[config.mk]
export PLATFORM = sky130hd
export DESIGN_NAME = mwc_need_ram
export DESIGN_NICKNAME = d
export VERILOG_FILES = /design/src/hdl/assert_macros.svh /design/src/hdl/mwc_pkg.sv /design/src/hdl/mwc_need_ram.sv
export SDC_FILE = /design/constraint.sdc
export NUM_CORES = 2
export LEC_CHECK = 0
export ABC_CLOCK_PERIOD_IN_PS = 3700
export BUFFER_PORTS_ARGS = -buffer_cell sky130_fd_sc_hd__buf_2
export CAP_MARGIN = 20
export CELL_PAD_IN_SITES_DETAIL_PLACEMENT = 2
export CELL_PAD_IN_SITES_GLOBAL_PLACEMENT = 2
export CORE_UTILIZATION = 26
export DETAILED_ROUTE_END_ITERATION = 8
export PLACE_DENSITY = 0.44
export SYNTH_ARGS = -nofsm -noshare
export SYNTH_HDL_FRONTEND = slang
export SYNTH_SLANG_ARGS = --single-unit
[constraint.sdc]
create_clock -name i_clk -period 3.7 [get_ports i_clk]
set_input_delay 0.37 -clock i_clk [delete_from_list [all_inputs] [get_ports i_clk]]
set_output_delay 0.37 -clock i_clk [all_outputs]
set_load 0.05 [all_outputs]
[src/hdl/assert_macros.svh]
// Assertion macros used by the top level of the window cover finder.
// Define NO_ASSERTIONS to compile the checks out; no other dependencies.
`ifndef ASSERT_MACROS_SVH
`define ASSERT_MACROS_SVH

`ifndef NO_ASSERTIONS

// Same-cycle implication, disabled while reset is held.
`define ASSERT_IMPL(label, clk, rst_n, ante, cons, msg) \
    label: assert property (@(posedge clk) disable iff (!(rst_n)) (ante) |-> (cons)) \
        else $error(msg);

// Next-cycle implication, disabled while reset is held.
`define ASSERT_NEXT(label, clk, rst_n, ante, cons, msg) \
    label: assert property (@(posedge clk) disable iff (!(rst_n)) (ante) |=> (cons)) \
        else $error(msg);

`else

`define ASSERT_IMPL(label, clk, rst_n, ante, cons, msg)
`define ASSERT_NEXT(label, clk, rst_n, ante, cons, msg)

`endif

`endif

[src/hdl/mwc_pkg.sv]
// Shared types and fixed constants of the minimum window cover finder.
// No dependencies; every other RTL file refers to it by scoped names.
package mwc_pkg;

    localparam int unsigned SYM_W   = 8;
    localparam int unsigned START_W = 12;
    localparam int unsigned LEN_W   = 13;

    typedef struct packed {
        logic             mode;
        logic [SYM_W-1:0] symbol;
        logic             last;
    } t_in_word;

    typedef struct packed {
        logic               found;
        logic [START_W-1:0] start_res;
        logic [LEN_W-1:0]   length;
        logic               overflow;
    } t_out_word;

    // Result handed from the sequencer to the output register.
    typedef struct packed {
        logic      load;
        t_out_word word;
    } t_res;

    typedef struct packed {
        logic rd_en;
        logic wr_en;
        logic clr;
    } t_need_ctl;

    typedef struct packed {
        logic rd_en;
        logic wr_en;
    } t_text_ctl;

    localparam logic MODE_PATTERN = 1'b0;
    localparam logic MODE_TEXT    = 1'b1;

    typedef enum logic [2:0] {
        S_IDLE,
        S_UPD,
        S_SHR_T,
        S_SHR_N,
        S_SHR_W,
        S_RES
    } t_state;

endpackage

[src/hdl/mwc_need_ram.sv]
// Per-symbol need count table: synchronous RAM with registered read data
// plus a valid bit per entry so a whole job clears at once. Uses mwc_pkg.
module mwc_need_ram #(
    parameter int unsigned ALPHABET = 256,
    parameter int unsigned CW       = 14
) (
    input  logic                        i_clk,
    input  logic                        i_rst_n,
    input  mwc_pkg::t_need_ctl          i_ctl,
    input  logic [$clog2(ALPHABET)-1:0] i_rd_addr,
    input  logic [$clog2(ALPHABET)-1:0] i_wr_addr,
    input  logic [CW-1:0]               i_wr_data,
    output logic [CW-1:0]               o_rd_data
);
    logic [CW-1:0]       r_mem [ALPHABET];
    logic [ALPHABET-1:0] r_vld;
    logic [CW-1:0]       r_rd_data;
    logic                r_rd_vld;

    always_ff @(posedge i_clk) begin
        if (i_ctl.wr_en) begin
            r_mem[i_wr_addr] <= i_wr_data;
        end
        if (i_ctl.rd_en) begin
            r_rd_data <= r_mem[i_rd_addr];
        end
    end

    always_ff @(posedge i_clk) begin
        if (!i_rst_n) begin
            r_vld    <= '0;
            r_rd_vld <= 1'b0;
        end else begin
            if (i_ctl.clr) begin
                r_vld <= '0;
            end else if (i_ctl.wr_en) begin
                r_vld[i_wr_addr] <= 1'b1;
            end
            if (i_ctl.rd_en) begin
                r_rd_vld <= r_vld[i_rd_addr];
            end
        end
    end

    // An entry not written since the last clear reads as zero.
    assign o_rd_data = r_rd_vld ? r_rd_data : '0;

endmodule

== After elaboration in Yosys (flattened, before gate mapping) ==
Memory sizes are Yosys's and may differ from the RTL's. A register that Yosys moved wholly into a read port is not among the register bits.
Index checks and enable logic that the tools add are counted.
Widths: inputs -> output; s select.
Operators by class
  order comparisons: 3
  multiplexer cells: 7
  bitwise gates (word level): 2
  reduce and logical (&&, ||, !) cells: 2
Operators with widths (count)
  $or 256x256->256: 1
  $lt 8x9->1 const B: 2
  $mux 14: 1
  $bmux 1 s8: 1
  $demux 1 s8: 1
  $ge 8x1->1 const B: 1
  $mux 1: 4
  $reduce_or 2->1: 1
  $logic_and 1x1->1: 1
  $not 1->1: 1
Storage, ports and cells
  register bits: 257
  bits in writable memories: 3584
  input bits: 35
  output and inout bits: 14
  word-level logic and storage cells: 17
  memories kept: 1
Memory list
  r_mem: depth 256, bits a word 14, read ports 1, clocked after Yosys merged registers in 1, write ports 1, RTL line mwc_need_ram.sv:15  | logic [CW-1:0] r_mem [ALPHABET];

== Depth between registers and ports, before layout ==
  depth after elaboration: 5
  depth in mapped cells: 11
  gate-level depth less buffers: 6

== Worst setup path before layout ==
Ideal clock, no wire load.
  kind: input-to-reg
  start: input i_rd_addr[1]
  end: register r_rd_data[3], read port of r_mem (data pin)
  library setup time: 0.259 ns
  data arrival time: 2.374 ns
  data required time: 3.441 ns
  path slack: 1.067 ns
  stages on the path: 10
  buffers on the path: 4
  cells stage by stage: buf_2 buf_2 clkbuf_1 buf_1 mux4_2 a22oi_1 a21oi_1 nor4_1 o22ai_1 or2_1
RTL lines
  from (decl): RTL line mwc_need_ram.sv:10  | input logic [$clog2(ALPHABET)-1:0] i_rd_addr,
  to (decl): RTL line mwc_need_ram.sv:17  | logic [CW-1:0] r_rd_data;

==> results.cfg <==
[status]
run_status = finished, final reports clean

[detailed_routing]
detailroute.via_count = 74600
firstDrtPassIters = 7
drc = 0
route.antenna.remaining_nets = 0
routedWlPerCell_um = 31.9
drt_iter0_drc = 6109
routed_via_density = 4.74
totalWireLength_um = 503000

[placed_design]
numPlacedInstances = 14900
routabilityCongestion = 0.753
io_buf_count = 48
placement.setup.worst_slack_ps = -734
detailed_placement_hpwl_um = 317000

[synthesis]
yosys_register_bits = 3855
share_of_synthesized_area_occupied_by_flip_flops_and_latches_pct = 77.6
post_synth_instance_area_um2 = 146000
synth_top_cells_by_area = edfxtp_1, mux4_2, dfxtp_1
synth-warning-count = 0
synth.lib_cells_used.distinct = 48
postSynthAreaPerCell_um2 = 21.0
yosys_most_used_dff = edfxtp_1
synth-async-reset-ratio_pct = 0
netlist_instances = 6937
synth_edf_count = 3598
synth.net_count = 6972
synth_area_leader_cell = edfxtp_1
synth_top_area_share_pct = 74.1

[sta]
setup_repair_after_global_routing_missed_its_margin = no
final_hold_fails = 0
fin_worst_hold_slack_ps = 155
worst-slew-pin-transition_ps = 1140
final-setup-viol-count = 0
timing.max_slew.rel_slack_pct = 23.9
period_minus_slack_ps = 3420
post-route-period-util_pct = 92.4
fmax_mhz = 292
timing.clock.skew_ps = 69.0
postLayoutSetupSlackWorst_ps = 281
final-max-slew-violation-count = 0

[floorplanning]
die-width_um = 751
die-area_um2 = 564000
initial_utilization_pct = 26.1
placementRows = 274
floorplan.die.height_um = 751
coreArea_um2 = 558000
ios = 49

[setup_path]
crit_fanout = 1
setup.worst_path.start_class = register
crit_path_end_kind = register
critical_path_class = register to register
timing.critical_path.arrival_ps = 4170
timing.reg2reg.setup_slack_ps = 280
rr_startpoint = r_mem[255][6]
cp.required_ps = 4450
reg2reg_depth = 8
worst_r2r_endpoint = r_rd_data[6]

[power_and_ir_drop]
power_frac_seq_pct = 49.6
power.net_switching_mw = 21.7
power.ir.vdd_worst_mv = 0.366
power.clock.fraction_pct = 45.0
p_int_mw = 74.6
power_frac_comb_pct = 5.4
p_sw_share_pct = 22.5
power_density_nw_per_um2 = 545
leakage_nw = 55.2
total_power_mw = 96.4

[clock_tree]
cts-root-to-sink-buffers = 4
cts-root-buf = clkbuf_16
htree_num_levels = 5
clk-insertion-delay-late_ps = 1000
cts_tree = built
postCtsSetupBuffers = 0
clk_transition_reported_paths_ps = 60
cts-buffers-inserted = 436
tritoncts_num_sinks = 3855

[worst_hold_path]
hold_path_depth = 2
worst_hold_path.endpoint = r_mem[154][8]
hp-class = input port to register
hold_path.startpoint = i_wr_data[8]

[global_routing]
grt_util_all_layers_pct = 17.6
grt_pass1_vias = 81900
globalRouteOverflowTotal = 0
global_route_wire_length_before_repair_um = 695000
pin_count_of_the_biggest_net_entering_global_routing = 102
grt_antenna_before_repair = 45

[cells_and_area]
final_net_count = 7939
final.fill_count = 55200
final_cell_count_no_fill = 15800
post_route_cells_drive_above_1_share_pct = 31.4
layout.cells.most_common = edfxtp_1
most_frequent_cells_in_the_layout = edfxtp_1, mux4_2, buf_4, nor2_1, a22oi_1
layout-area-overhead-vs-synth_pct = 21.4

[job]
cap_viol_max_count = 0
-- power by group through the flow --
stage	combinational, mW	clock (mW)	sequential (mW)
2_1_floorplan	2.14	0	48.7
4_1_cts	5.41	44.7	47.8
6_report	5.21	43.4	47.8
3_5_place_dp	5.38	0	48.7
3_3_place_gp	5.30	0	48.7
5_1_grt	5.52	46.2	47.7
-- how the worst max path moves through the flow --
stage | startpoint | slack [ps] | end | depth (start not counted)
5_1_grt | r_mem[255][6] | 160 | r_rd_data[6] | 8
3_5_place_dp | i_rd_addr[0] | -730 | r_rd_data[2] | 13
3_3_place_gp | i_rd_addr[0] | -1180 | r_rd_data[6] | 11
2_1_floorplan | i_rd_addr[1] | 1070 | r_rd_data[3] | 10
6_report | r_mem[255][6] | 280 | r_rd_data[6] | 8
4_1_cts | r_mem[255][6] | 40 | r_rd_data[6] | 8
-- layout make-up --
class	instances	area, um2	area share (%)
Inverter	4	15.0	0.00849
Sequential cell	3855	113000	64.0
Clock buffer	588	11800	6.67
Antenna cell	18	45.0	0.0255
Timing Repair Buffer	954	9130	5.16
Tap cell	7452	9320	5.27
Multi-Input combinational cell	2653	30900	17.5
Clock inverter	230	2500	1.41
-- Yosys cell counts, drive strengths merged, types with 2 or more instances --
library cell     n
edfxtp        3598
mux4           951
nor2           717
a22oi          457
dfxtp          257
clkbuf         244
a21oi          227
buf            181
nor4            56
o22ai           32
nand2           29
nand3           29
o21ba           29
mux2i           26
and2            17
or2             17
nor2b           13
nand4            9
nand2b           6
o221ai           6
inv              4
nor3             4
mux2             3
o21ai            3
a211o            2
o2111ai          2
o311ai           2
or3              2
-- metal layers --
layer	track usage (%)	up-vias	part of all wire, %
met5	0	-	0.011
met4	3.84	10	2.3
met3	1.89	557	3.6
met2	30.1	1420	50
met1	24.1	41700	44
li1	-	30900	-
-- through the flow --
step	cell area (um2)	utilization (%)	setup TNS (ps)
after floorplan	146000	-	0
after global placement	162000	29.1	-7750
after detailed placement	162000	29.1	-5810
after CTS	177000	31.7	0
after global routing	177000	31.7	0
final	177000	31.7	0
-- sequential cells by signal, indices dropped and copies added (netlist names) --
register,cells
r_mem,3584
r_vld,256
r_rd_data,14
r_rd_vld,1
-- worst max-delay path: stages, from the launching register on --
cell and delay (ps):
edfxtp_1 360, mux4_2 480, a22oi_1 530, a21oi_1 270, nor4_2 690, buf_4 230
o22ai_1 120, buf_4 240, or2_1 220
-- cells by family after synthesis --
| kind of cell | share of synthesized area, % |
|---|---|
| flops | 77.6 |
| buf+inv | 1.29 |
| mux | 14.9 |
| compound gates | 3.61 |
| simple gates | 2.57 |
-- what timing repair did --
| item | in CTS | in global routing |
|---|---|---|
| hold buffers | 18 | 0 |
| endpoints found under the hold margin | 683 | 0 |
| endpoints found under the setup margin | 1 | 0 |
| resized for setup | 1 | 0 |
(Power assumes the default switching activity.)
