### config.mk
export PLATFORM = sky130hd
export DESIGN_NAME = mwc_seq
export DESIGN_NICKNAME = d
export VERILOG_FILES = /design/src/hdl/assert_macros.svh /design/src/hdl/mwc_pkg.sv /design/src/hdl/mwc_seq.sv
export SDC_FILE = /design/constraint.sdc
export NUM_CORES = 1
export LEC_CHECK = 0
export BUFFER_PORTS_ARGS = -buffer_cell sky130_fd_sc_hd__buf_2
export CORE_ASPECT_RATIO = 1.75
export CORE_MARGIN = 2
export CORE_UTILIZATION = 43
export CTS_BUF_LIST = sky130_fd_sc_hd__clkbuf_4 sky130_fd_sc_hd__clkbuf_8
export DETAILED_ROUTE_END_ITERATION = 8
export MAX_ROUTING_LAYER = met4
export PLACE_DENSITY = 0.74
export SYNTH_ARGS = -nofsm -noshare
export SYNTH_HDL_FRONTEND = slang
export SYNTH_SLANG_ARGS = --single-unit
### constraint.sdc
create_clock -name i_clk -period 5.57 [get_ports i_clk]
set_input_delay 0.557 -clock i_clk [delete_from_list [all_inputs] [get_ports i_clk]]
set_output_delay 0.557 -clock i_clk [all_outputs]
set_load 0.005 [all_outputs]
### src/hdl/assert_macros.svh
// Assertion macros used by the top level of the window cover finder.
// Define NO_ASSERTIONS to compile the checks out; no other dependencies.
`ifndef ASSERT_MACROS_SVH
`define ASSERT_MACROS_SVH

`ifndef NO_ASSERTIONS

// Same-cycle implication, disabled while reset is held.
`define ASSERT_IMPL(label, clk, rst_n, ante, cons, msg) \
    label: assert property (@(posedge clk) disable iff (!(rst_n)) (ante) |-> (cons)) \
        else $error(msg);

// Next-cycle implication, disabled while reset is held.
`define ASSERT_NEXT(label, clk, rst_n, ante, cons, msg) \
    label: assert property (@(posedge clk) disable iff (!(rst_n)) (ante) |=> (cons)) \
        else $error(msg);

`else

`define ASSERT_IMPL(label, clk, rst_n, ante, cons, msg)
`define ASSERT_NEXT(label, clk, rst_n, ante, cons, msg)

`endif

`endif

### src/hdl/mwc_pkg.sv
// Shared types and fixed constants of the minimum window cover finder.
// No dependencies; every other RTL file refers to it by scoped names.
package mwc_pkg;

    localparam int unsigned SYM_W   = 8;
    localparam int unsigned START_W = 12;
    localparam int unsigned LEN_W   = 13;

    typedef struct packed {
        logic             mode;
        logic [SYM_W-1:0] symbol;
        logic             last;
    } t_in_word;

    typedef struct packed {
        logic               found;
        logic [START_W-1:0] start_res;
        logic [LEN_W-1:0]   length;
        logic               overflow;
    } t_out_word;

    // Result handed from the sequencer to the output register.
    typedef struct packed {
        logic      load;
        t_out_word word;
    } t_res;

    typedef struct packed {
        logic rd_en;
        logic wr_en;
        logic clr;
    } t_need_ctl;

    typedef struct packed {
        logic rd_en;
        logic wr_en;
    } t_text_ctl;

    localparam logic MODE_PATTERN = 1'b0;
    localparam logic MODE_TEXT    = 1'b1;

    typedef enum logic [2:0] {
        S_IDLE,
        S_UPD,
        S_SHR_T,
        S_SHR_N,
        S_SHR_W,
        S_RES
    } t_state;

endpackage

### src/hdl/mwc_seq.sv
// Sequencer of the window cover finder: job counters, best window record,
// need RAM read-modify-write steps and text RAM accesses. Uses mwc_pkg.
module mwc_seq #(
    parameter int unsigned TEXT_DEPTH = 4096,
    parameter int unsigned ALPHABET   = 256
) (
    input  logic                          i_clk,
    input  logic                          i_rst_n,
    input  logic                          i_in_valid,
    output logic                          o_in_stall,
    input  mwc_pkg::t_in_word             i_in_word,
    input  logic                          i_slot_free,
    output mwc_pkg::t_res                 o_res,
    output mwc_pkg::t_need_ctl            o_need_ctl,
    output logic [$clog2(ALPHABET)-1:0]   o_need_rd_addr,
    output logic [$clog2(ALPHABET)-1:0]   o_need_wr_addr,
    output logic [$clog2(TEXT_DEPTH)+1:0] o_need_wr_data,
    input  logic [$clog2(TEXT_DEPTH)+1:0] i_need_rd_data,
    output mwc_pkg::t_text_ctl            o_text_ctl,
    output logic [$clog2(TEXT_DEPTH)-1:0] o_text_rd_addr,
    output logic [$clog2(TEXT_DEPTH)-1:0] o_text_wr_addr,
    output logic [$clog2(ALPHABET)-1:0]   o_text_wr_data,
    input  logic [$clog2(ALPHABET)-1:0]   i_text_rd_data
);
    localparam int unsigned AW = $clog2(ALPHABET);
    localparam int unsigned TW = $clog2(TEXT_DEPTH);
    localparam int unsigned LW = $clog2(TEXT_DEPTH + 1);
    localparam int unsigned CW = $clog2(TEXT_DEPTH) + 2;
    localparam int unsigned NSYM = 1 << mwc_pkg::SYM_W;
    localparam logic [LW-1:0] DEPTH_L = LW'(TEXT_DEPTH);

    mwc_pkg::t_state r_state, n_state;

    logic          r_mode, n_mode;
    logic [AW-1:0] r_sym, n_sym;
    logic          r_last, n_last;
    logic [AW-1:0] r_out_sym, n_out_sym;
    logic [LW-1:0] r_text_len, n_text_len;
    logic [LW-1:0] r_pat_len, n_pat_len;
    logic [LW-1:0] r_unmet, n_unmet;
    logic [LW-1:0] r_left, n_left;
    logic [TW-1:0] r_best_start, n_best_start;
    logic [LW-1:0] r_best_len, n_best_len;
    logic          r_ovf, n_ovf;

    logic          w_accept;
    logic [AW-1:0] w_mod_tab [NSYM];
    logic [AW-1:0] w_sym_mod;
    logic          w_pat_ok;
    logic          w_txt_ok;
    logic [CW-1:0] w_need_dec;
    logic [CW-1:0] w_need_inc;
    logic [LW-1:0] w_span;
    logic [31:0]   w_start32;
    logic [31:0]   w_len32;
    logic          w_found;

    // Symbol reduction modulo the alphabet size as a constant table.
    for (genvar k = 0; k < NSYM; k++) begin : g_mod
        assign w_mod_tab[k] = AW'(k % ALPHABET);
    end

    assign w_sym_mod  = w_mod_tab[i_in_word.symbol];
    assign w_accept   = i_in_valid && (r_state == mwc_pkg::S_IDLE);
    assign w_pat_ok   = (r_text_len == '0) && (r_pat_len < DEPTH_L);
    assign w_txt_ok   = r_text_len < DEPTH_L;
    assign w_need_dec = i_need_rd_data - CW'(1);
    assign w_need_inc = i_need_rd_data + CW'(1);
    assign w_span     = r_text_len - r_left;

    // Datapath next values.
    always_comb begin
        n_mode       = r_mode;
        n_sym        = r_sym;
        n_last       = r_last;
        n_out_sym    = r_out_sym;
        n_text_len   = r_text_len;
        n_pat_len    = r_pat_len;
        n_unmet      = r_unmet;
        n_left       = r_left;
        n_best_start = r_best_start;
        n_best_len   = r_best_len;
        n_ovf        = r_ovf;
        case (r_state)
            mwc_pkg::S_IDLE: begin
                if (w_accept) begin
                    n_mode = i_in_word.mode;
                    n_sym  = w_sym_mod;
                    n_last = i_in_word.last;
                end
            end
            mwc_pkg::S_UPD: begin
                if (r_mode == mwc_pkg::MODE_PATTERN) begin
                    if (w_pat_ok) begin
                        n_pat_len = r_pat_len + LW'(1);
                        n_unmet   = r_unmet + LW'(1);
                    end else if (r_text_len == '0) begin
                        n_ovf = 1'b1;
                    end
                end else if (w_txt_ok) begin
                    n_text_len = r_text_len + LW'(1);
                    if (!w_need_dec[CW-1] && (r_unmet != '0)) begin
                        n_unmet = r_unmet - LW'(1);
                    end
                end else begin
                    n_ovf = 1'b1;
                end
            end
            mwc_pkg::S_SHR_T: begin
                if ((r_best_len == '0) || (w_span < r_best_len)) begin
                    n_best_len   = w_span;
                    n_best_start = r_left[TW-1:0];
                end
            end
            mwc_pkg::S_SHR_N: begin
                n_out_sym = i_text_rd_data;
            end
            mwc_pkg::S_SHR_W: begin
                n_left = r_left + LW'(1);
                if (!w_need_inc[CW-1] && (w_need_inc != '0)) begin
                    n_unmet = r_unmet + LW'(1);
                end
            end
            mwc_pkg::S_RES: begin
                if (i_slot_free) begin
                    n_text_len   = '0;
                    n_pat_len    = '0;
                    n_unmet      = '0;
                    n_left       = '0;
                    n_best_start = '0;
                    n_best_len   = '0;
                    n_ovf        = 1'b0;
                end
            end
            default: begin
            end
        endcase
    end

    // Next state.
    always_comb begin
        n_state = r_state;
        case (r_state)
            mwc_pkg::S_IDLE: begin
                if (w_accept) begin
                    n_state = mwc_pkg::S_UPD;
                end
            end
            mwc_pkg::S_UPD: begin
                if ((r_mode == mwc_pkg::MODE_TEXT) && w_txt_ok && (r_pat_len != '0)
                        && (n_unmet == '0) && (r_left < n_text_len)) begin
                    n_state = mwc_pkg::S_SHR_T;
                end else if ((r_mode == mwc_pkg::MODE_TEXT) && r_last) begin
                    n_state = mwc_pkg::S_RES;
                end else begin
                    n_state = mwc_pkg::S_IDLE;
                end
            end
            mwc_pkg::S_SHR_T: begin
                n_state = mwc_pkg::S_SHR_N;
            end
            mwc_pkg::S_SHR_N: begin
                n_state = mwc_pkg::S_SHR_W;
            end
            mwc_pkg::S_SHR_W: begin
                if ((n_unmet == '0) && (n_left < r_text_len)) begin
                    n_state = mwc_pkg::S_SHR_T;
                end else if (r_last) begin
                    n_state = mwc_pkg::S_RES;
                end else begin
                    n_state = mwc_pkg::S_IDLE;
                end
            end
            mwc_pkg::S_RES: begin
                if (i_slot_free) begin
                    n_state = mwc_pkg::S_IDLE;
                end
            end
            default: begin
                n_state = mwc_pkg::S_IDLE;
            end
        endcase
    end

    assign w_found   = r_best_len != '0;
    assign w_start32 = 32'(r_best_start);
    assign w_len32   = 32'(r_best_len);

    // Outputs: handshake, memory controls and result.
    always_comb begin
        o_in_stall       = (r_state != mwc_pkg::S_IDLE);
        o_need_ctl       = '0;
        o_need_rd_addr   = w_sym_mod;
        o_need_wr_addr   = r_sym;
        o_need_wr_data   = w_need_inc;
        o_text_ctl       = '0;
        o_text_rd_addr   = r_left[TW-1:0];
        o_text_wr_addr   = r_text_len[TW-1:0];
        o_text_wr_data   = w_sym_mod;
        o_res.load       = 1'b0;
        o_res.word.found     = w_found;
        o_res.word.start_res = w_found ? w_start32[mwc_pkg::START_W-1:0] : '0;
        o_res.word.length    = w_len32[mwc_pkg::LEN_W-1:0];
        o_res.word.overflow  = r_ovf;
        case (r_state)
            mwc_pkg::S_IDLE: begin
                o_need_ctl.rd_en = w_accept;
                o_text_ctl.wr_en = w_accept && (i_in_word.mode == mwc_pkg::MODE_TEXT)
                                   && w_txt_ok;
            end
            mwc_pkg::S_UPD: begin
                if (r_mode == mwc_pkg::MODE_PATTERN) begin
                    o_need_ctl.wr_en = w_pat_ok;
                end else begin
                    o_need_ctl.wr_en = w_txt_ok;
                    o_need_wr_data   = w_need_dec;
                end
            end
            mwc_pkg::S_SHR_T: begin
                o_text_ctl.rd_en = 1'b1;
            end
            mwc_pkg::S_SHR_N: begin
                o_need_ctl.rd_en = 1'b1;
                o_need_rd_addr   = i_text_rd_data;
            end
            mwc_pkg::S_SHR_W: begin
                o_need_ctl.wr_en = 1'b1;
                o_need_wr_addr   = r_out_sym;
            end
            mwc_pkg::S_RES: begin
                o_res.load     = i_slot_free;
                o_need_ctl.clr = i_slot_free;
            end
            default: begin
            end
        endcase
    end

    always_ff @(posedge i_clk) begin
        if (!i_rst_n) begin
            r_state      <= mwc_pkg::S_IDLE;
            r_text_len   <= '0;
            r_pat_len    <= '0;
            r_unmet      <= '0;
            r_left       <= '0;
            r_best_start <= '0;
            r_best_len   <= '0;
            r_ovf        <= 1'b0;
        end else begin
            r_state      <= n_state;
            r_text_len   <= n_text_len;
            r_pat_len    <= n_pat_len;
            r_unmet      <= n_unmet;
            r_left       <= n_left;
            r_best_start <= n_best_start;
            r_best_len   <= n_best_len;
            r_ovf        <= n_ovf;
        end
    end

    always_ff @(posedge i_clk) begin
        r_mode    <= n_mode;
        r_sym     <= n_sym;
        r_last    <= n_last;
        r_out_sym <= n_out_sym;
    end

endmodule

* Word level (Yosys, flattened, before mapping)
Memory sizes are Yosys's and may differ from the RTL's.
Index checks and enable logic that the tools add are counted.
** Cells by class
- Add/sub/neg operators :: 8
- $mul :: 0
- Div/mod/pow operators :: 0
- Order comparisons :: 6
- Eq/ne operators :: 13
- Shift-type cells :: 0
- Multiplexer cells :: 48
- Bitwise operators :: 1
- Reduce and logical (&&, ||, !) cells :: 31
** Operators by type and width (number)
- $mux W13 :: 14
- $pmux W13 S2 :: 4
- $add A13 B1 Y13 const B :: 4
- $logic_not A13 Y1 :: 3
- $lt A13 B13 Y1 :: 3
- $pmux W13 S3 :: 1
- $reduce_bool A13 Y1 :: 3
- $mux W12 :: 3
- $mux W8 :: 4
- $mux W14 :: 2
- $lt A13 B13 Y1 const B :: 2
- $pmux W12 S2 :: 1
- $mux W3 :: 6
- $pmux W3 S6 :: 1
- $add A14 B1 Y14 const B :: 1
- $reduce_bool A14 Y1 :: 1
- $sub A14 B1 Y14 const B :: 1
- $sub A13 B1 Y13 const B :: 1
- $sub A13 B13 Y13 :: 1
- $logic_and A1 B1 Y1 :: 12
- $ne A2 B2 Y1 const B :: 5
- $ge A9 B9 Y1 const B :: 1
- $mux W1 :: 9
- $ne A3 B3 Y1 const B :: 3
- other kinds (14) :: 21
** Storage, ports and cells
- Flip-flop bits (word level) :: 99
- Latch bits :: 0
- Bits in writable memories :: 0
- Bits in read-only memories :: 2048
- Bits of input ports :: 36
- Output and inout port bits :: 96
- Word-level logic and storage cells :: 120
- Memories kept :: 1
** Memories
- (no name shown) :: words 256, width 8, rd ports 1, clocked after memory_dff 0, write ports 0, line mwc_seq.sv:63 : assign w_sym_mod = w_mod_tab[i_in_word.symbol];

* Logic depth before layout (Yosys ltp)
Gate-level depths: netlist of the first run.
- Depth in word-level cells :: 12
- Mapped depth :: 23
- Mapped depth without buffers :: 22

* Worst setup path after synthesis of the first run
No wires, ideal clock.
- Path kind :: register to register
- Start point :: register r_left[0]
- End point :: register r_best_len[10]
- Library setup time :: 0.071 ns
- Arrival time :: 4.246 ns
- Data required time :: 5.499 ns
- Setup slack :: 1.253 ns
- Cell stages (with the launch flop) :: 23
- Path buffers :: 1
- Clock period less this slack :: 4.317 ns
- Cell sequence :: dfxtp_1 -> ha_1 -> inv_1 -> fa_1 -> a21o_1 -> a21oi_1 -> o21ai_0 -> a21oi_1 -> o21ai_0 -> a21oi_1 -> o21bai_1 -> a2111oi_0 -> nor2_1 -> xor2_1 -> inv_1 -> ha_1 -> o2111a_1 -> nand2_1 -> a21boi_0 -> a41oi_1 -> clkbuf_1 -> nand3_1 -> a21oi_1
** On the way
- Word-level cells in the longest chain between the ends :: 5
- Elaborated cells on any way between the ends :: 7
- Classes of those cells :: add/sub: 1; order compare: 1; eq/ne: 1; mux: 2; reduce/logical: 2
** RTL lines
- start: declaration :: line mwc_seq.sv:41 : logic [LW-1:0] r_left, n_left;
- start signal: assignment :: line mwc_seq.sv:254 : r_left <= n_left;
- $sub A13 B13 Y13 * :: line mwc_seq.sv:69 : assign w_span = r_text_len - r_left;
- $lt A13 B13 Y1 :: line mwc_seq.sv:110 : if ((r_best_len == '0) || (w_span < r_best_len)) begin
- $logic_or A1 B1 Y1 :: line mwc_seq.sv:110
- $ne A2 B2 Y1 (no line)
- $reduce_and A3 Y1 (no line)
- end signal: assignment :: line mwc_seq.sv:256 : r_best_len <= n_best_len;
- end: declaration :: line mwc_seq.sv:43 : logic [LW-1:0] r_best_len, n_best_len;
Every way passes the cells marked *; elsewhere a longest branch is shown, timed or not. The select of a mux whose other input is x is not followed.
A chain may end at the register's enable or synchronous reset.

* Worst setup path in the final report of the first run
- Start point :: register r_left[0]
- End point :: register r_best_len[0]
Same word-level chain as after synthesis.

==> results, run 1 <==
- The die is 185 µm tall.
- The total area of sequential cells is 2160 µm².
- The share of total power dissipated in combinational logic is 0.236.
- The share of the Yosys chip area taken by registers is 0.269.
- The arrival time reported for the critical path endpoint is 5.32 ns.
- The part of the power in the clock network is 0.292.
- In the final layout, the multi-input gates occupy 5150 µm².
- For this run, design rule violations remaining after detail routing come to 0.
- The via count is roughly 8400.
- Dividing the final minimum period by the clock period gives 0.898.
- For the finished layout, the period the worst path requires is 5.00 ns.
- Synthesis produced a netlist with a net count of 1141.
- The half-perimeter wire length after detailed placement is 19.7 mm.
- The count of distinct cell types in the synthesized netlist is 75.
- The per-cell routed wire length is a little under 20 µm.
- Dividing the synthesized area by the synthesized cell count gives 7.68 µm².
- The worst-case headroom to the max-slew limit is 0.316.
- The number of diodes added for antenna fixing is 0.
- The full die area is 19800 µm².
- The final setup violation count is 0.
- Dividing total power by cell area gives a power density of 183 nW/µm².
- The number of synthesized flops with an enable pin is 18.
- The row count is 66.
- For this run, the slowest stage of the critical path takes around 0.47 ns.
- The critical path launch point type is a flip-flop.
- In the routed layout, each cell is associated on average with a via count of 6.18.
- The via count of the first global-routing pass came to 8102.
- For this design the static power due to leakage is 3.71 nW.
- The clock-pin slew of the registers on the worst-case setup and hold paths is 0.12 ns.
- The first-iteration detailed-routing DRC count is 812.
- The worst-case IR drop observed on VDD is 0.000108 V.
- The layout overhead on the synthesized area is 10.1%.
- The global placement routability congestion is 0.989.
- During placement, the flow inserted port buffers numbering 131.
- The number of antenna violations at the first check in global routing came to 0.
- The number of storage elements in the synthesis netlist is 99.
- The type of the setup path with the least slack is reg2reg.
- The most common flop cell mapped by yosys is dfxtp_1.
- The insertion delay to the later sink of the worst-skew pair is 0.39 ns.
- In this run the horizontal extent of the chip is 107 µm.
- Once detail routing completed, the nets flagged for antenna violations numbered 0.
- The path class of the tightest hold or removal check is in2reg.
- The wire length of the first global-routing pass is 40.7 mm.
- The run finished with clean final reports.
- Of the total power, the share spent switching nets is 0.350.
- Counting along the longest clock path gives a buffer depth of 2.
- The slew of the pin with the lowest slew margin is 1.02 ns.
- The max-capacitance violation count is 0.
- The overall overflow remaining after global route is 0.
- Counting stages on the worst path, the most repeated cell is a21oi_1.
- The gate count of the mapped netlist is 1046.
- The area of the core region is 18400 µm².
- The filler cells instantiated in the layout total 1841.
- The number of gates resized after cts is 0.
- The final hold violation count was 0.
- The CTS tree is built.
- The ratio of cells with drive above 1 in the final layout is 0.171.
- For the final routed database, the setup TNS stands at 0 ns.
- The largest fanout on the critical path is 25.
- Counting every sink on the clock net gives between 90 and 100.
- The most common cell after layout, fill and taps aside is buf_2.
- Setup repair after global routing left no endpoint under its margin.
- Based on the critical path, the design can be clocked at up to 200 MHz.
- The number of buffers inserted during clock tree synthesis is 9.
- The signal on the critical path passes through ha_1 > inv_1 > fa_1 > a21o_1 > a21oi_1 > o21ai_0 > a21oi_1 > o21ai_0 > a21oi_1 > o21bai_1 > a2111oi_0 > nor2_1 > xor2_1 > inv_1 > ha_1 > o2111a_1 > nand2_1 > a21boi_1 > a41o_1 > buf_4 > or3_1 > a21oi_1.
- The wire length after detailed routing is 26.3 mm.
- The worst setup slack after placement is ~0.54 ns.
- The library cell contributing the largest single delay on the critical path is dfxtp_1.
- In the layout the commonest cells are buf_2 (131), nor2_1 (88), nand2_1 (88).
- The proportion of register bits with asynchronous set or reset after synthesis is 0.
- The nature of the critical path endpoint is a flip-flop.
- Post-CTS timing repair inserted 0 buffers for setup.
- The initial utilization of the core area, before any placement, comes to 0.436.
- The H-tree was split into 3 levels.
- The max-slew violation count is 0.
- The cell at the root of the clock tree is clkbuf_8.
- Buffers inserted to repair hold after CTS numbered 0.
- The total of warnings raised by yosys is 0.
- In this run the cell area of the synthesized design comes to 8030 µm².
- Pin placement for this block handled 132 I/O pins.
- The reported net switching power is 0.000564 W.
- For this run, the total global-route usage over all layers was measured as 0.268.
- STA puts the critical path data required time at 5.88 ns.
- The net count reported at finish is between 1000 and 1500.
- Across the routed clock network, the largest skew measured is 0.0139 ns.
- Cell internal power was estimated by the tool at 0.00105 W.
- The sequential share of power is 0.472.
- Setup slack on the critical path of the routed design comes to 0.567 ns.
- The pin count of the biggest net entering global routing is 48.
- The pre-antenna-repair detailed-routing pass consisted of 7 iterations.
-- worst max-delay path: cells and delay by family (launching register included) --
family,cells,cell delay [ns]
xor gates and xnor gates,1,0.23
DFF,1,0.47
adders and majority gates,3,0.91
buffers and inverters,3,0.35
and+or+nand+nor,3,0.52
AOI/OAI and AO/OA,12,2.46
-- layout make-up --
cell class | count | share of cell area
repair buffers | 151 | 0.0911
flip-flops and latches | 99 | 0.244
inverters | 64 | 0.0272
clock inverters | 7 | 0.00764
clock buffers | 9 | 0.0140
multi-input cells | 792 | 0.582
well taps | 238 | 0.0337
-- through the flow --
stage	utilization	total power, W	std cells	hold slack [ns]	instance area [µm²]
finish	0.480	0.00161	1360	0.345	8840
global route	0.480	0.00169	1360	0.328	8840
CTS	0.480	0.00161	1360	0.331	8840
detailed placement	0.470	0.00115	1344	0.479	8650
global placement	0.470	0.00115	1344	0.474	8650
floorplan	-	0.00101	1046	0.438	8030
-- power by group through the flow --
stage / logic, W / registers (W) / clock network (W)
floorplan: 0.000248 / 0.000766 / 0
global route: 0.000414 / 0.000764 / 0.000508
global placement: 0.000370 / 0.000777 / 0
finish: 0.000381 / 0.000762 / 0.000472
CTS: 0.000372 / 0.000761 / 0.000481
detailed placement: 0.000370 / 0.000777 / 0
-- final timing paths --
| check | from | end | slack (ns) | depth (start not counted) |
|---|---|---|---|---|
| setup reg to reg | r_left[0] | r_best_len[0] | 0.57 | 22 |
| hold reg to reg | r_best_start[11] | r_best_start[11] | 0.49 | 2 |
| hold / removal | i_in_word[9] | r_mode | 0.34 | 1 |
| setup / recovery | r_left[0] | r_best_len[0] | 0.57 | 22 |
-- cells by family after synthesis --
family                   count (synthesis)  synth area share
multiplexers                            12            0.0164
buffers and inverters                  155            0.0915
adder cells (fa/ha/maj)                 59            0.0929
AND/OR/NAND/NOR                        418             0.272
XOR/XNOR                                32            0.0349
flip-flops                              99             0.269
AO/OA/AOI/OAI                          271             0.223
-- flip-flops by register name (all words and copies together), names as in the netlist, 3 cells and up --
| register | cells |
|---|---|
| r_state | 3 |
| r_text_len | 13 |
| r_sym | 8 |
| r_left | 13 |
| r_best_len | 13 |
| r_best_start | 12 |
| r_unmet | 13 |
| r_out_sym | 8 |
| r_pat_len | 13 |
-- cells in the mapped netlist (8+ instances only) --
cell | instances | area, µm²
o211ai_1 | 29 | 218
a211oi_1 | 8 | 60.1
a21oi_1 | 62 | 310
dfxtp_1 | 81 | 1620
o21a_1 | 13 | 97.6
edfxtp_1 | 18 | 541
nand2_1 | 88 | 330
nand2b_1 | 8 | 50.1
nor4_1 | 18 | 113
nor3_1 | 20 | 100
nand4_1 | 31 | 194
or4_1 | 8 | 60.1
and2_1 | 38 | 238
o21ai_0 | 65 | 325
inv_1 | 64 | 240
nor2_1 | 88 | 330
xnor2_1 | 15 | 131
nand3_1 | 47 | 235
buf_4 | 35 | 263
a31oi_1 | 16 | 100
and3_1 | 19 | 119
a21o_1 | 10 | 75.1
xor2_1 | 17 | 149
mux2_2 | 9 | 101
o31ai_1 | 8 | 60.1
ha_1 | 58 | 726
clkbuf_1 | 49 | 184
or3_1 | 14 | 87.6
-- layer usage --
metal | share of wire | wire, µm | GRT usage | up-vias
met5 | 0 | 0 | - | -
met4 | 0.075 | 1960 | 0.197 | 0
met3 | 0.061 | 1610 | 0.0296 | 132
met2 | 0.53 | 13800 | 0.480 | 436
met1 | 0.34 | 8890 | 0.261 | 3892
li1 | - | - | - | 3946
Power figures use the tool's default switching activity.
==> inputs of run 2 (changes only) <==
--- a/config.mk
+++ b/config.mk
@@ -7,7 +7,6 @@
 export LEC_CHECK = 0
 export BUFFER_PORTS_ARGS = -buffer_cell sky130_fd_sc_hd__buf_2
 export CORE_ASPECT_RATIO = 1.75
-export CORE_MARGIN = 2
 export CORE_UTILIZATION = 43
 export CTS_BUF_LIST = sky130_fd_sc_hd__clkbuf_4 sky130_fd_sc_hd__clkbuf_8
 export DETAILED_ROUTE_END_ITERATION = 8
==> results, run 2 (same netlist as run 1, synthesis figures left out) <==
- The area used by multi-input combinational logic is 5150 µm² (unchanged).
- The largest individual stage delay along the critical path comes from the cell dfxtp_1.
- The maximum single-stage delay on the critical path was 0.48 ns (about the same).
- The row count is 65 (-1.5%).
- The final standard cell count with taps included and fillers excluded is 1356 (-0.29%).
- The overall die height is 183 µm (-1.1%).
- The static power due to leakage is 3.70 nW (-0.42%).
- The number of cells in the design after placement is 1340 (-0.30%).
- The total area of sequential cells is 2160 µm² (unchanged).
- The maximum frequency from static timing analysis is 201 MHz (+0.38%).
- The library cells used most frequently in the layout, excluding fill and tap cells, are buf_2 (131), nor2_1 (88), nand2_1 (88).
- The tightest min-delay check is of the in2reg type.
- The area of the core region is 18100 µm² (-1.5%).
- Setup repair after global routing left no endpoint under its margin.
- The depth of the most critical reg-to-reg path is 22 (unchanged).
- The number of gates resized after cts is 0 (unchanged).
- The run finished with clean final reports.
- The per-cell routed wire length is 19.5 µm (+0.82%).
- The number of antenna violations at the first check in global routing is 0 (unchanged).
- The logic depth of the worst setup path including buffers is 22 (unchanged).
- The die outline width is 105 µm (-1.9%).
- The power per cell area came to 182 nW/µm² (-0.22%).
- The length of the first detailed-routing pass in iterations is 5 (-2).
- The full die area was 19200 µm² (-2.9%).
- The buffering stage count on the worst path with inverters included is 3 (unchanged).
- The detailed-route DRC error count is 0 (unchanged).
- The post-CTS setup buffer count is 0 (unchanged).
- The arrival time reported for the critical path endpoint is 5.28 ns (-0.04 ns).
- The pin count of the biggest net entering global routing is 48 (unchanged).
- The most common cell after layout, fill and taps aside is buf_2.
- The half-perimeter wire length after detailed placement is 19.8 mm (+0.31%).
- The mean number of vias per cell is 6.22 (+0.58%).
- The hold buffer count at CTS is 0 (unchanged).
- The maximum level of the CTS H-tree came to 3 (unchanged).
- The ratio of cells with drive above 1 in the final layout is 0.171 (unchanged).
- STA classifies the critical path startpoint as a flip-flop.
- Broken down by cell family, the worst path's largest delay share belongs to compound AO/OA/AOI/OAI gates.
- The via count of the first global-routing pass came to 8114 (+0.15%).
- The final hold violation count is 0 (unchanged).
- The net count reported at finish is 1212 (unchanged).
- The insertion delay to the later sink of the worst-skew pair was 0.40 ns (about the same).
- Walking the worst path, the cells encountered are ha_1 > inv_1 > fa_1 > a21o_1 > a21oi_1 > o21ai_0 > a21oi_1 > o21ai_0 > a21oi_1 > o21bai_1 > a2111oi_0 > nor2_1 > xor2_1 > inv_1 > ha_1 > o2111a_1 > nand2_1 > a21boi_0 > a41o_1 > buf_4 > nor2_1 > o32ai_1.
- The number of fill cells in the layout was 1829 (-0.65%).
- The wire length of the first global-routing pass was 41.3 mm (+1.4%).
- The worst setup path is captured at a flip-flop.
- The number of buffers inserted during clock tree synthesis is 9 (unchanged).
- The overall overflow remaining after global route was 0 (unchanged).
- The worst setup slack after placement is 0.665 ns (+0.122 ns).
- The required time reported for the critical path endpoint was 5.87 ns (about the same).
- The cell at the root of the clock tree is clkbuf_8.
- The slew of the pin with the lowest slew margin was 0.988 ns (-0.0343 ns).
- The worst setup path is of the reg2reg kind.
- The global placement routability congestion is 0.976 (-1.4%).
- The clock-pin slew of the registers on the worst-case setup and hold paths came to 0.11 ns (about the same).
- The final worst clock skew is 0.0124 ns (-0.00153 ns).
- The final setup violation count came to 0 (unchanged).
- The number of buffer cells added on primary ports came to 131 (unchanged).
- The via count is 8430 (+0.29%).
- TritonCTS built the clock tree.
- The number of cells traversed by the worst hold path is 1 (unchanged).
- The least setup slack across all paths after layout came to 0.586 ns (+0.0188 ns).
- The buffer depth of the longest clock path was 2 (unchanged).
- The first-iteration detailed-routing DRC count is 611 (-25%).
- The max-capacitance violation count is 0 (unchanged).
- The clock period minus worst slack is 4.98 ns (-0.0188 ns).
- The largest fanout on the critical path is 25 (unchanged).
- The maximum resistive drop on vdd is 0.000129 V (+19%).
- The max-slew violation count is 0 (unchanged).
- The most frequent cell on the critical path is a21oi_1.
- The layout overhead on the synthesized area is 9.97%.
- The worst-case headroom to the max-slew limit came to 0.339 (+0.0229).
- The share of the clock period used by the worst path is 0.895 (-0.00338).
- The count of antenna-violating nets left after detailed routing was 0 (unchanged).
- The overall fraction of global-route tracks in use is 0.280 (+0.0121).
- The number of sinks on the clock net is 99 (unchanged).
- The final total negative setup slack came to 0 ns (unchanged).
- The number of diodes added for antenna fixing is 0 (unchanged).
- The I/O pin count is 132 (unchanged).
- The initial standard-cell utilization of the core was 0.443 (+0.00671).
- The wire length after detailed routing is 26.4 mm (+0.52%).
-- run 2: changes by cell type in the layout (fill, tap and decap cells not counted) --
| cell | change |
|---|---|
| clkinvlp_4 | +2 |
| a21boi_0 | +1 |
| a21boi_1 | -1 |
| clkinv_2 | -1 |
| clkinv_4 | -1 |
| clkinv_8 | -1 |
| clkinvlp_2 | +1 |
| inv_6 | -1 |
| inv_8 | +1 |
-- run 2: stage by stage --
stage / util / power (W) / cell area [µm²] / hold WS (ns)
after floorplan: - / 0.00101 / 8030 / 0.438
after global placement: 0.477 / 0.00115 / 8650 / 0.473
after detailed placement: 0.477 / 0.00115 / 8650 / 0.482
after CTS: 0.487 / 0.00160 / 8830 / 0.321
after global routing: 0.487 / 0.00168 / 8830 / 0.320
final: 0.487 / 0.00161 / 8830 / 0.333
-- run 2: layer usage --
metal	routed length (µm)	up-vias	track usage	part of all wire
met1	9010	3949	0.265	0.34
met3	1700	136	0.0437	0.065
met5	0	-	-	0
met2	13700	420	0.498	0.52
met4	1950	0	0.224	0.074
li1	-	3925	-	-
-- run 2: report_power, final --
group	total, W	switching (W)	internal, W
Clock	0.000465	0.000295	0.000170
Combinational	0.000382	0.000251	0.000132
Sequential	0.000762	0.0000189	0.000743
Total	0.00161	0.000564	0.00104
-- run 2: layout make-up --
cell class                 count  share of cell area
tap                          234              0.0332
clock buffer                   9              0.0140
sequential                    99               0.245
multi-input combinational    792               0.583
timing repair buffer         151              0.0912
inverter                      64              0.0272
clock inverter                 7             0.00680
-- run 2: path summary, 6_finish.rpt --
kind | from | end | slack, ns
worst max-delay path | r_left[0] | r_best_len[11] | 0.59
worst min-delay path | i_in_word[0] | r_last | 0.33
worst max register to register | r_left[0] | r_best_len[11] | 0.59
worst min register to register | r_best_start[1] | r_best_start[1] | 0.49
